<file path="src/rtl/cbts_pkg.sv">
`default_nettype none

package cbts_pkg;

    localparam int MAX_QUANTA = 25;
    localparam int MIN_QUANTA = 4;
    localparam int QUANTA_W   = $clog2(MAX_QUANTA + 1);
    localparam int DIV_W      = 32;
    localparam int STEP_W     = $clog2(DIV_W);
    localparam int PRESC_W    = 30;
    localparam int SEG1_W     = 4;
    localparam int SEG2_W     = 3;
    localparam int SJW_W      = 2;

    localparam logic [QUANTA_W-1:0] SYNC_AND_FIXED = QUANTA_W'(3);
    localparam logic [SJW_W-1:0]    JUMP_WIDTH_FIXED = SJW_W'(2);

    typedef struct packed {
        logic [31:0] clock_hz;
        logic [31:0] bit_rate;
    } in_beat_t;

    typedef struct packed {
        logic [PRESC_W-1:0] prescaler_minus_one;
        logic [SEG1_W-1:0]  segment_one;
        logic [SEG2_W-1:0]  segment_two;
        logic [SJW_W-1:0]   jump_width;
        logic               fault;
    } out_beat_t;

    typedef enum logic [1:0] {
        ST_IDLE,
        ST_TOTAL,
        ST_TRIAL,
        ST_DONE
    } cbts_state_t;

    // x / 3 for small x: multiply by 171/512, exact for x below 510
    function automatic logic [QUANTA_W-1:0] div3(input logic [QUANTA_W-1:0] x);
        logic [QUANTA_W+8:0] p;
        begin
            p = (QUANTA_W + 9)'(x) * (QUANTA_W + 9)'(171);
            return p[QUANTA_W+8:9];
        end
    endfunction

endpackage

`default_nettype wire

</file>
<file path="src/rtl/can_bit_timing_search.sv">
// Flow: a restoring division of clock_hz by bit_rate gives the total prescaler,
// then one division of that total per trial length (up to 22 lengths), then the
// result beat is formed; a zero input goes straight to the result beat.
// All divisions use the shared 32-bit restoring divider (one quotient bit per
// cycle). One item at a time.
// Reset: rst_n is asynchronous, active low; clears sequencer and out_valid.
`default_nettype none

module can_bit_timing_search
    import cbts_pkg::*;
(
    input  wire logic      clk,
    input  wire logic      rst_n,
    input  wire logic      in_valid,
    output logic           in_stall,
    input  wire in_beat_t  in_data,
    output logic           out_valid,
    input  wire logic      out_stall,
    output out_beat_t      out_data
);

    // ---------------------------------------------------------------
    // Sequencer state
    // ---------------------------------------------------------------
    cbts_state_t state_reg, state_next;

    logic [STEP_W-1:0]   step_reg, step_next;     // divider bit counter
    logic [DIV_W-1:0]    rem_reg, rem_next;       // partial remainder
    logic [DIV_W-1:0]    quo_reg, quo_next;       // dividend in, quotient out
    logic [DIV_W-1:0]    dvsr_reg, dvsr_next;     // divisor

    logic [DIV_W-1:0]    total_reg, total_next;   // total prescaler
    logic [QUANTA_W-1:0] q_reg, q_next;           // length under trial
    logic [QUANTA_W-1:0] best_len_reg, best_len_next;
    logic [QUANTA_W-1:0] best_rem_reg, best_rem_next;
    logic [DIV_W-1:0]    best_quo_reg, best_quo_next;
    logic                fault_reg, fault_next;

    logic                out_valid_reg, out_valid_next;
    out_beat_t           out_reg, out_next;

    // ---------------------------------------------------------------
    // Shared restoring divider step: one quotient bit per cycle
    // ---------------------------------------------------------------
    logic [DIV_W:0]   trial_sub;
    logic [DIV_W:0]   shifted;
    logic             ge;
    logic [DIV_W-1:0] rem_step;
    logic [DIV_W-1:0] quo_step;
    logic             div_last;

    assign shifted   = {rem_reg, quo_reg[DIV_W-1]};
    assign trial_sub = shifted - {1'b0, dvsr_reg};
    assign ge        = ~trial_sub[DIV_W];
    assign rem_step  = ge ? trial_sub[DIV_W-1:0] : shifted[DIV_W-1:0];
    assign quo_step  = {quo_reg[DIV_W-2:0], ge};
    assign div_last  = (step_reg == STEP_W'(DIV_W - 1));

    // Trial outcome, valid when div_last in ST_TRIAL
    logic [QUANTA_W-1:0] trial_rem;
    logic                exact_hit;
    logic                better;

    assign trial_rem = rem_step[QUANTA_W-1:0];   // remainder below q
    assign exact_hit = (trial_rem == '0);
    assign better    = (trial_rem < best_rem_reg);

    logic out_free;
    assign out_free = ~out_valid_reg | ~out_stall;

    // Result fields from the chosen length
    logic [QUANTA_W-1:0] len3;
    logic [QUANTA_W-1:0] seg2_full;
    logic [QUANTA_W-1:0] seg1_full;
    logic                no_quot;

    assign len3      = best_len_reg - SYNC_AND_FIXED;
    assign seg2_full = div3(len3);
    assign seg1_full = len3 - seg2_full;
    assign no_quot   = (best_quo_reg == '0);

    // ---------------------------------------------------------------
    // Next state
    // ---------------------------------------------------------------
    always_comb
    begin
        state_next = state_reg;
        case (state_reg)
            ST_IDLE:
            begin
                if (in_valid)
                begin
                    if (in_data.clock_hz == '0 || in_data.bit_rate == '0)
                        state_next = ST_DONE;
                    else
                        state_next = ST_TOTAL;
                end
            end
            ST_TOTAL:
            begin
                if (div_last)
                    state_next = ST_TRIAL;
            end
            ST_TRIAL:
            begin
                if (div_last && (exact_hit || q_reg == QUANTA_W'(MIN_QUANTA)))
                    state_next = ST_DONE;
            end
            ST_DONE:
            begin
                if (out_free)
                    state_next = ST_IDLE;
            end
            default:
                state_next = ST_IDLE;
        endcase
    end

    // ---------------------------------------------------------------
    // Datapath and outputs
    // ---------------------------------------------------------------
    always_comb
    begin
        step_next      = step_reg;
        rem_next       = rem_reg;
        quo_next       = quo_reg;
        dvsr_next      = dvsr_reg;
        total_next     = total_reg;
        q_next         = q_reg;
        best_len_next  = best_len_reg;
        best_rem_next  = best_rem_reg;
        best_quo_next  = best_quo_reg;
        fault_next     = fault_reg;
        out_next       = out_reg;
        out_valid_next = out_valid_reg & out_stall;

        case (state_reg)
            ST_IDLE:
            begin
                if (in_valid)
                begin
                    step_next     = '0;
                    rem_next      = '0;
                    quo_next      = in_data.clock_hz;
                    dvsr_next     = in_data.bit_rate;
                    best_len_next = QUANTA_W'(MAX_QUANTA);
                    best_rem_next = '1;
                    best_quo_next = '0;
                    fault_next    = (in_data.clock_hz == '0 || in_data.bit_rate == '0);
                end
            end
            ST_TOTAL:
            begin
                step_next = step_reg + 1'b1;
                rem_next  = rem_step;
                quo_next  = quo_step;
                if (div_last)
                begin
                    // start first trial at the longest bit
                    total_next = quo_step;
                    step_next  = '0;
                    rem_next   = '0;
                    quo_next   = quo_step;
                    q_next     = QUANTA_W'(MAX_QUANTA);
                    dvsr_next  = DIV_W'(MAX_QUANTA);
                end
            end
            ST_TRIAL:
            begin
                step_next = step_reg + 1'b1;
                rem_next  = rem_step;
                quo_next  = quo_step;
                if (div_last)
                begin
                    if (exact_hit || better)
                    begin
                        best_len_next = q_reg;
                        best_rem_next = trial_rem;
                        best_quo_next = quo_step;
                    end
                    q_next    = q_reg - 1'b1;
                    dvsr_next = DIV_W'(q_reg - 1'b1);
                    step_next = '0;
                    rem_next  = '0;
                    quo_next  = total_reg;
                end
            end
            ST_DONE:
            begin
                if (out_free)
                begin
                    out_valid_next       = 1'b1;
                    out_next.jump_width  = JUMP_WIDTH_FIXED;
                    if (fault_reg || no_quot)
                    begin
                        out_next.prescaler_minus_one = '0;
                        out_next.segment_one         = '0;
                        out_next.segment_two         = '0;
                        out_next.fault               = 1'b1;
                    end
                    else
                    begin
                        out_next.prescaler_minus_one = PRESC_W'(best_quo_reg - 1'b1);
                        out_next.segment_one         = seg1_full[SEG1_W-1:0];
                        out_next.segment_two         = seg2_full[SEG2_W-1:0];
                        out_next.fault               = 1'b0;
                    end
                end
            end
            default:
            begin
            end
        endcase
    end

    // ---------------------------------------------------------------
    // Registers
    // ---------------------------------------------------------------
    always_ff @(posedge clk or negedge rst_n)
    begin
        if (!rst_n)
        begin
            state_reg     <= ST_IDLE;
            out_valid_reg <= 1'b0;
        end
        else
        begin
            state_reg     <= state_next;
            out_valid_reg <= out_valid_next;
        end
    end

    always_ff @(posedge clk)
    begin
        step_reg     <= step_next;
        rem_reg      <= rem_next;
        quo_reg      <= quo_next;
        dvsr_reg     <= dvsr_next;
        total_reg    <= total_next;
        q_reg        <= q_next;
        best_len_reg <= best_len_next;
        best_rem_reg <= best_rem_next;
        best_quo_reg <= best_quo_next;
        fault_reg    <= fault_next;
        out_reg      <= out_next;
    end

    assign in_stall  = (state_reg != ST_IDLE);
    assign out_valid = out_valid_reg;
    assign out_data  = out_reg;

endmodule

`default_nettype wire
</file>
<file path="config.mk">
export PLATFORM = sky130hd
export DESIGN_NAME = can_bit_timing_search
export DESIGN_NICKNAME = d
export VERILOG_FILES = /design/src/rtl/cbts_pkg.sv /design/src/rtl/can_bit_timing_search.sv
export SDC_FILE = /design/constraint.sdc
export NUM_CORES = 1
export LEC_CHECK = 0
export BUFFER_PORTS_ARGS = -buffer_cell sky130_fd_sc_hd__buf_2
export CAP_MARGIN = 20
export CORE_ASPECT_RATIO = 1.4
export CORE_MARGIN = 3
export CORE_UTILIZATION = 60
export DETAILED_ROUTE_END_ITERATION = 12
export GPL_TIMING_DRIVEN = 0
export PLACE_DENSITY = 0.8
export SLEW_MARGIN = 0
export SYNTH_ARGS = -nofsm -noshare
export SYNTH_HDL_FRONTEND = slang
export SYNTH_SLANG_ARGS = --single-unit
</file>
<file path="constraint.sdc">
create_clock -name clk -period 9.5 [get_ports clk]
set_input_delay 0.95 -clock clk [delete_from_list [all_inputs] [get_ports clk]]
set_output_delay 0.95 -clock clk [all_outputs]
set_load 0.03 [all_outputs]
</file>
==> impl_metrics.toml, run 1 <==
[global_routing]
grt_pass1_wl_um = 45700
antenna_found_initial = 0
overflow = 0
grt_pass1_vias = 9246
groute.usage.overall_pct = 25.9
grt_max_degree = 43

[critical_path]
r2r_slack_ns = 4.15
crit_path_max_incr_delay_ns = 0.76
cpLargestDelayFamily = "compound AO/OA/AOI/OAI gates"
critPathBufInv = 5
endpoint_kind = "register"
crit_path_max_fanout = 42
cp_common_cell = "inv_1"
reg2reg_to = "best_quo_reg[18]"
r2r_start = "quo_reg[31]"
crit_slowest_cell = "a211o_2"
cp-start-kind = "register"
arrival_ns = 5.48
critical_path_class = "reg -> reg"
cp.required_ns = 9.64
endpoint = "best_quo_reg[18]"
r2r_cells = 20
cp.depth = 20
worstPathCellList = "inv_1 -> ha_1 -> inv_1 -> fa_1 -> a211oi_1 -> o21ai_1 -> o21bai_1 -> o21a_1 -> nand3_1 -> and2_1 -> buf_4 -> xnor2_4 -> inv_4 -> mux2i_1 -> inv_1 -> ha_1 -> a21o_1 -> a21oi_1 -> nor3b_1 -> a211o_2"
cp-startpoint = "quo_reg[31]"

[layout]
drive_gt1_share_pct = 14.9
most-common-layout-cells = "219 x edfxtp_1, 112 x nor2_1, 111 x buf_2, 104 x inv_1, 103 x a21oi_1"
fin_nets = 1408
final_common_cell = "edfxtp_1"
utilization_pct = 70.0
largest_reg_flops = 38
syn_to_final_growth_pct = 14.1
antenna_cells = 0

[sta]
slew_violations = 0
slew_headroom_pct = 33.4
rsz0062_at_grt = "no"
hold_viol = 0
tightest_slew_ns = 0.996
clock.fmax_mhz = 187
fin_crit_sh_pct = 56.3
setup_viol = 0
skew_ns = 0.0104
whs_ns = 0.224
setup_slack_ns = 4.15
fin_tns_setup_ns = 0
period_needed_ns = 5.35

[cts]
clkTransAtPathRegs_ns = 0.06
insertion_delay_ns = 0.52
cts_hold_buf = 0
cts-root-buf = "clkbuf_16"
numCtsBuffers = 22
htreeDepth = 1
cts_resized = 0
cts_setup_buffers = 0
clock-sinks = 222
clockBufferDepth = 3
tritoncts = "yes"

[route]
drc_errors = 0
wirelength_um = 29000
drtIter0Drc = 751
antenna_left = 0
vias = 9198
firstDrtPassIters = 5
viasPerCell = 5.98
wl_per_cell_um = 18.8

[floorplan]
ioPinCount = 110
core_area_um2 = 20000
rows = 61
die_w_um = 127
dieArea_um2 = 22200
initial_core_util_pct = 61.4
die_y_um = 175

[min_path]
hold_path_class = "in -> async"

[logic_synthesis]
yosysWarnings = 0
async_flop_share_pct = 1.35
synthDistinctLibCells = 74
postSynthCellCount = 1136
ys_seq_elements = 222
syn_avg_cell_area_um2 = 10.8
synth_ff_type = "edfxtp_1"
synth_nets = 1274
synth_edf_count = 219
syn_area_um2 = 12300
ys_seq_area_share_pct = 54.2

[status]
status = "completed"

[placement]
routabilityCongestion = 0.902
io_buffers = 107
place_hpwl_um = 21200
place_ws_ns = 4.21

[run]
maxCapViolCount = 0
## per-layer routing
metal / vias up / track usage (%) / part of all wire (%)
met5: - / 0 / 0
met4: 0 / 12.2 / 4.8
met3: 94 / 3.55 / 6.0
met2: 346 / 46.2 / 52
met1: 4404 / 30.7 / 37
li1: 4354 / - / -
## cells by family after synthesis
group,after synthesis,synth area share [%]
AND/OR/NAND/NOR,354,14.1
AO/OA/AOI/OAI,257,13.0
flip-flops,222,54.2
buffers and inverters,155,5.28
adder cells (fa/ha/maj),70,7.57
XOR/XNOR,64,4.72
multiplexers,12,1.01
other,2,0.0612
## synthesized netlist by cell type, types with 3 or more instances
cell type / n / share of area, %
a22oi_1: 33 / 2.0
nand2_1: 86 / 2.6
fa_1: 7 / 1.1
a21oi_1: 104 / 4.2
nand3b_1: 3 / 0.18
dfrtp_1: 3 / 0.61
nor4_1: 25 / 1.3
xnor2_1: 40 / 2.9
buf_2: 4 / 0.16
a211oi_1: 6 / 0.37
nor2_1: 113 / 3.5
a31o_2: 3 / 0.21
nand3_1: 19 / 0.77
inv_1: 104 / 3.2
nand4_1: 11 / 0.56
nor3_1: 15 / 0.61
nor3b_1: 4 / 0.24
o21bai_1: 8 / 0.49
or2_2: 4 / 0.20
buf_4: 5 / 0.31
o21a_1: 6 / 0.37
o21ai_0: 47 / 1.9
ha_1: 63 / 6.4
a21o_1: 13 / 0.80
mux2_2: 3 / 0.28
and2_1: 41 / 2.1
edfxtp_1: 219 / 54
o211a_1: 3 / 0.24
o211ai_1: 7 / 0.43
and3_1: 4 / 0.20
mux2i_1: 9 / 0.73
nand2b_1: 8 / 0.41
clkbuf_1: 33 / 1.0
nor2b_1: 6 / 0.31
xor2_1: 23 / 1.6
## metrics by stage
step | cells | area (um2)
2_1_floorplan | 1136 | 12300
3_3_place_gp | 1495 | 13100
3_5_place_dp | 1498 | 13200
4_1_cts | 1538 | 14000
5_1_grt | 1538 | 14000
6_report | 1538 | 14000
## worst min-delay path by stage
stage | start | end | slack, ns | cells past startpoint
after floorplan | quo_reg[9] | total_reg[10] | 0.44 | 0
after global placement | quo_reg[6] | total_reg[7] | 0.45 | 0
after detailed placement | quo_reg[25] | total_reg[26] | 0.46 | 0
after CTS | rst_n | out_valid | 0.22 | 1
after global routing | rst_n | state_reg[0] | 0.22 | 1
final | rst_n | out_valid | 0.22 | 1
## final cells by class
cell class,count,area [um2]
buffer,50,251
clock buffer,24,579
clock inverter,16,204
fill,1464,6000
inverter,105,397
multi-input combinational,759,5000
sequential,222,6650
tap,252,315
timing repair buffer,110,596
Power of run 1 is not shown: default switching activity piles up to over one toggle a cycle in this logic, so the estimate is an artifact.
==> inputs of run 2 (changes only) <==
Settings changed: ABC_AREA set to 1.
Clock period 9.5 ns to 5.2 ns, I/O delays scaled along.
==> impl_metrics.toml, run 2 <==
[status]
status = "completed"

[sta]
setup_slack_ns = 0.183
clock.fmax_mhz = 199
tightest_slew_ns = 1.01
setup_viol = 0
hold_viol = 0
whs_ns = 0.256
fin_crit_sh_pct = 96.5
slew_headroom_pct = 32.7
slew_violations = 0
period_needed_ns = 5.02
skew_ns = 0.0142

[route]
firstDrtPassIters = 6
drc_errors = 0
viasPerCell = 5.70
vias = 9854
wirelength_um = 31100
drtIter0Drc = 612
wl_per_cell_um = 18.0
antenna_left = 0

[layout]
fin_nets = 1600
antenna_cells = 0
stdcell_area_um2 = 14400
final_common_cell = "nand2_1"
syn_to_final_growth_pct = 14.7
drive_gt1_share_pct = 15.2
largest_reg_flops = 38
utilization_pct = 71.1
most-common-layout-cells = "273 x nand2_1, 219 x edfxtp_1, 168 x inv_1, 137 x nor2_1, 114 x buf_2"

[floorplan]
core_area_um2 = 20200
ioPinCount = 110
initial_core_util_pct = 62.0
dieArea_um2 = 22700
die_w_um = 128
die_y_um = 177
rows = 61

[logic_synthesis]
syn_avg_cell_area_um2 = 9.50
synthTopCellsByArea = "edfxtp_1 52%, nand2_1 8.2%, ha_1 6.3%"
ys_seq_elements = 222
synthDistinctLibCells = 55
synth_edf_count = 219
syn_area_um2 = 12500
yosysWarnings = 0
synth_ff_type = "edfxtp_1"
async_flop_share_pct = 1.35
postSynthCellCount = 1319
synth_area_leader_cell = "edfxtp_1"
synth_most_common_cell = "nand2_1"
ys_seq_area_share_pct = 53.1
synth_nets = 1457
synth_common_cells = "274 x nand2_1, 219 x edfxtp_1, 168 x inv_1"
yosysTopAreaCellShare_pct = 52.5

[global_routing]
gr-usage-met2_pct = 51.9
antenna_found_initial = 0
overflow = 0
met3_usage_pct = 3.89
met1_usage_pct = 29.4
grt_max_degree = 33
grt_pass1_vias = 10100
top_usage_layer = "met2"
grt_pass1_wl_um = 49000
groute.usage.overall_pct = 27.5

[cts]
clock-sinks = 222
insertion_delay_ns = 0.52
cts-root-buf = "clkbuf_16"
clkTransAtPathRegs_ns = 0.06
htreeDepth = 1
numCtsBuffers = 24
clockBufferDepth = 3
tritoncts = "yes"

[critical_path]
arrival_ns = 5.38
crit_path_max_incr_delay_ns = 0.45
critical_path_class = "reg -> reg"
cp-start-kind = "register"
crit_path_max_fanout = 4
endpoint_kind = "register"
cp.required_ns = 5.56
crit_slowest_cell = "edfxtp_1"
cp_common_cell = "inv_1"

[placement]
io_buffers = 107
routabilityCongestion = 0.975
placed_area_um2 = 13500
place_ws_ns = 0.0719
place_hpwl_um = 23500

[run]
maxCapViolCount = 0

[min_path]
hold_path_class = "in -> reg"
-- run 2: cell types whose count changed in the layout (fill, tap and decap cells not counted), sizes merged, moves of 35 or more --
cell and delta:
inv +68, and2 -38, a31oi +36, nand2 +208, nand3 +43, nor2 +35
-- run 2: cell families (layout without fill, tap and decap cells) --
family | Yosys count | in the layout | share of synthesized area [%]
buffers and inverters | 217 | 375 | 6.69
AND/OR/NAND/NOR | 567 | 567 | 20.6
adder cells (fa/ha/maj) | 70 | 70 | 7.41
flip-flops | 222 | 222 | 53.1
AO/OA/AOI/OAI | 192 | 192 | 8.76
XOR/XNOR | 49 | 49 | 3.42
other | 2 | 2 | 0.0599
-- run 2: repair_timing --
item,4_1_cts,5_1_grt
hold buffers,1,0
buffers inserted,0,4
resized for setup,0,11
setup endpoints to repair,0,1
hold endpoints to repair,3,0
-- run 2: critical path, delay by kind of cell (launching register included) --
family	cells	cell delay [ns]
adder cells (fa/ha/maj)	6	1.76
AND/OR/NAND/NOR	9	1.10
XOR/XNOR	3	0.64
AO/OA/AOI/OAI	4	0.48
flip-flops	1	0.45
buffers and inverters	5	0.40
-- run 2: path summary, 6_finish.rpt --
path,start,end,slack (ns),cells past startpoint
hold reg to reg,quo_reg[11],total_reg[12],0.48,0
max in group asynchronous,rst_n,state_reg[1],4.77,2
setup reg to reg,best_len_reg[0],out_data[9],0.18,27
setup / recovery,best_len_reg[0],out_data[9],0.18,27
min in group asynchronous,rst_n,out_valid,0.33,2
hold / removal,out_stall,out_valid,0.26,3
-- run 2: metal layers --
| layer | vias up | wire length, um |
|---|---|---|
| met5 | - | 0 |
| met4 | 0 | 1530 |
| met3 | 98 | 1770 |
| met2 | 369 | 16900 |
| met1 | 4635 | 10900 |
| li1 | 4752 | - |
-- run 2: final cells by class --
| class | count | area, um2 |
|---|---|---|
| fill | 1492 | 5840 |
| tap | 252 | 315 |
| timing repair buffer | 117 | 691 |
| clock buffer | 30 | 644 |
| inverter | 174 | 653 |
| clock inverter | 11 | 116 |
| sequential | 222 | 6650 |
| multi-input combinational | 880 | 5130 |
| buffer | 43 | 185 |
-- run 2: per-stage QoR --
stage | cells | setup TNS (ns)
floorplan | 1319 | 0
global placement | 1678 | -80.94
detailed placement | 1683 | 0
CTS | 1725 | 0
global route | 1729 | -0.220
finish | 1729 | 0
Power of run 2 is left out for the same reason.
==> inputs of run 3 (changes only) <==
Settings changed: MAX_ROUTING_LAYER set to met4.
==> impl_metrics.toml, run 3 (synthesized netlist as in run 2, its figures left out) <==
[sta]
fin_crit_sh_pct = 95.7
period_needed_ns = 4.98
tightest_slew_ns = 0.761
clock.fmax_mhz = 201
hold_viol = 0
slew_headroom_pct = 49.2
slew_violations = 0
skew_ns = 0.0135
fin_tns_setup_ns = 0
setup_viol = 0

[status]
status = "completed"

[global_routing]
overflow = 0
grt_max_degree = 32
antenna_found_initial = 0
groute.usage.overall_pct = 29.6
grt_pass1_wl_um = 51200
grt_pass1_vias = 10400

[layout]
drive_gt1_share_pct = 15.3
most-common-layout-cells = "273 x nand2_1, 219 x edfxtp_1, 168 x inv_1, 136 x nor2_1, 114 x buf_2"
final_common_cell = "nand2_1"
syn_to_final_growth_pct = 15.0
antenna_cells = 0
fin_nets = 1598
fillCellCount = 1426
largest_reg_flops = 38

[critical_path]
endpoint_kind = "register"
critPathBufInv = 3
crit_path_max_incr_delay_ns = 0.45
crit_slowest_cell = "fa_1"
arrival_ns = 5.23
critical_path_class = "reg -> reg"
cpLargestDelayFamily = "adder cells"
crit_path_max_fanout = 3
cp.required_ns = 5.45
cp-start-kind = "register"

[cts]
tritoncts = "yes"
clockBufferDepth = 3
htreeDepth = 1
insertion_delay_ns = 0.51
numCtsBuffers = 23
clock-sinks = 222
cts-root-buf = "clkbuf_16"
clkTransAtPathRegs_ns = 0.06

[route]
firstDrtPassIters = 5
drc_errors = 0
wl_per_cell_um = 18.6
drtIter0Drc = 854
wirelength_um = 32100
viasPerCell = 5.76
antenna_left = 0
vias = 9956

[floorplan]
core_area_um2 = 20200
initial_core_util_pct = 62.0
ioPinCount = 110
rows = 61
dieArea_um2 = 22700
die_y_um = 177
die_w_um = 128

[placement]
place_hpwl_um = 23700
routabilityCongestion = 0.981
io_buffers = 107

[min_path]
hold_path_class = "in -> reg"

[run]
maxCapViolCount = 0
[run 3: worst register-to-register path, stage by stage, from the launching register on]
cell      delay (ns)
edfxtp_1        0.43
ha_2            0.21
or3_1           0.34
xor2_2          0.17
nor2_2          0.08
fa_1            0.45
fa_1            0.45
ha_1            0.30
nand2_1         0.10
inv_1           0.05
a221oi_1        0.21
and2_1          0.21
nor2_2          0.06
inv_1           0.08
nor2_2          0.06
nor2_1          0.12
nor2_1          0.06
inv_1           0.10
nand2_2         0.10
ha_4            0.27
a21oi_1         0.16
o21ai_1         0.11
xor2_1          0.18
xor2_1          0.17
o21ai_0         0.22
a21oi_1         0.07
[run 3: cell type report]
class                      count  area (um2)  share of cell area, %
timing repair buffer         116         711                   4.93
clock buffer                  24         579                   4.02
multi-input combinational    880        5130                   35.6
tap                          252         315                   2.19
inverter                     174         653                   4.53
clock inverter                16         200                   1.39
buffer                        43         185                   1.28
sequential                   222        6650                   46.1
[run 3: layer usage]
metal,part of all wire (%),global-route usage (%),vias up
met5,0,-,-
met4,5.0,14.5,0
met3,4.8,3.65,99
met2,55,55.5,382
met1,35,30.0,4742
li1,-,-,4733
[run 3: timing repair]
| action | 4_1_cts | 5_1_grt |
|---|---|---|
| setup buffers | 1 | 1 |
| endpoints found under the setup margin | 1 | 1 |
| gates resized for setup | 0 | 11 |
| hold endpoints to repair | 3 | 0 |
| pin swaps | 0 | 1 |
| hold buffers | 1 | 0 |
[run 3: worst paths after layout]
check | startpoint | cells after the start | slack [ns] | end
setup / recovery | best_len_reg[1] | 25 | 0.22 | out_data[9]
hold / removal | out_stall | 3 | 0.28 | out_valid
setup reg to reg | best_len_reg[1] | 25 | 0.22 | out_data[9]
hold reg to reg | quo_reg[15] | 0 | 0.48 | total_reg[16]
max in group asynchronous | rst_n | 2 | 4.74 | out_valid
min in group asynchronous | rst_n | 2 | 0.35 | state_reg[1]
[run 3: per-stage QoR]
| stage | instances | util, % | worst slack, ns | hold WS [ns] | cell area, um2 |
|---|---|---|---|---|---|
| floorplan | 1319 | - | 0.0762 | 0.224 | 12500 |
| global route | 1727 | 71.3 | -0.0207 | 0.296 | 14400 |
| global placement | 1678 | 66.2 | -0.974 | 0.320 | 13400 |
| finish | 1727 | 71.3 | 0.223 | 0.277 | 14400 |
| detailed placement | 1684 | 67.1 | 0.00801 | 0.322 | 13600 |
| CTS | 1726 | 71.1 | 0.0333 | 0.258 | 14400 |
Power of run 3 is left out for the same reason.
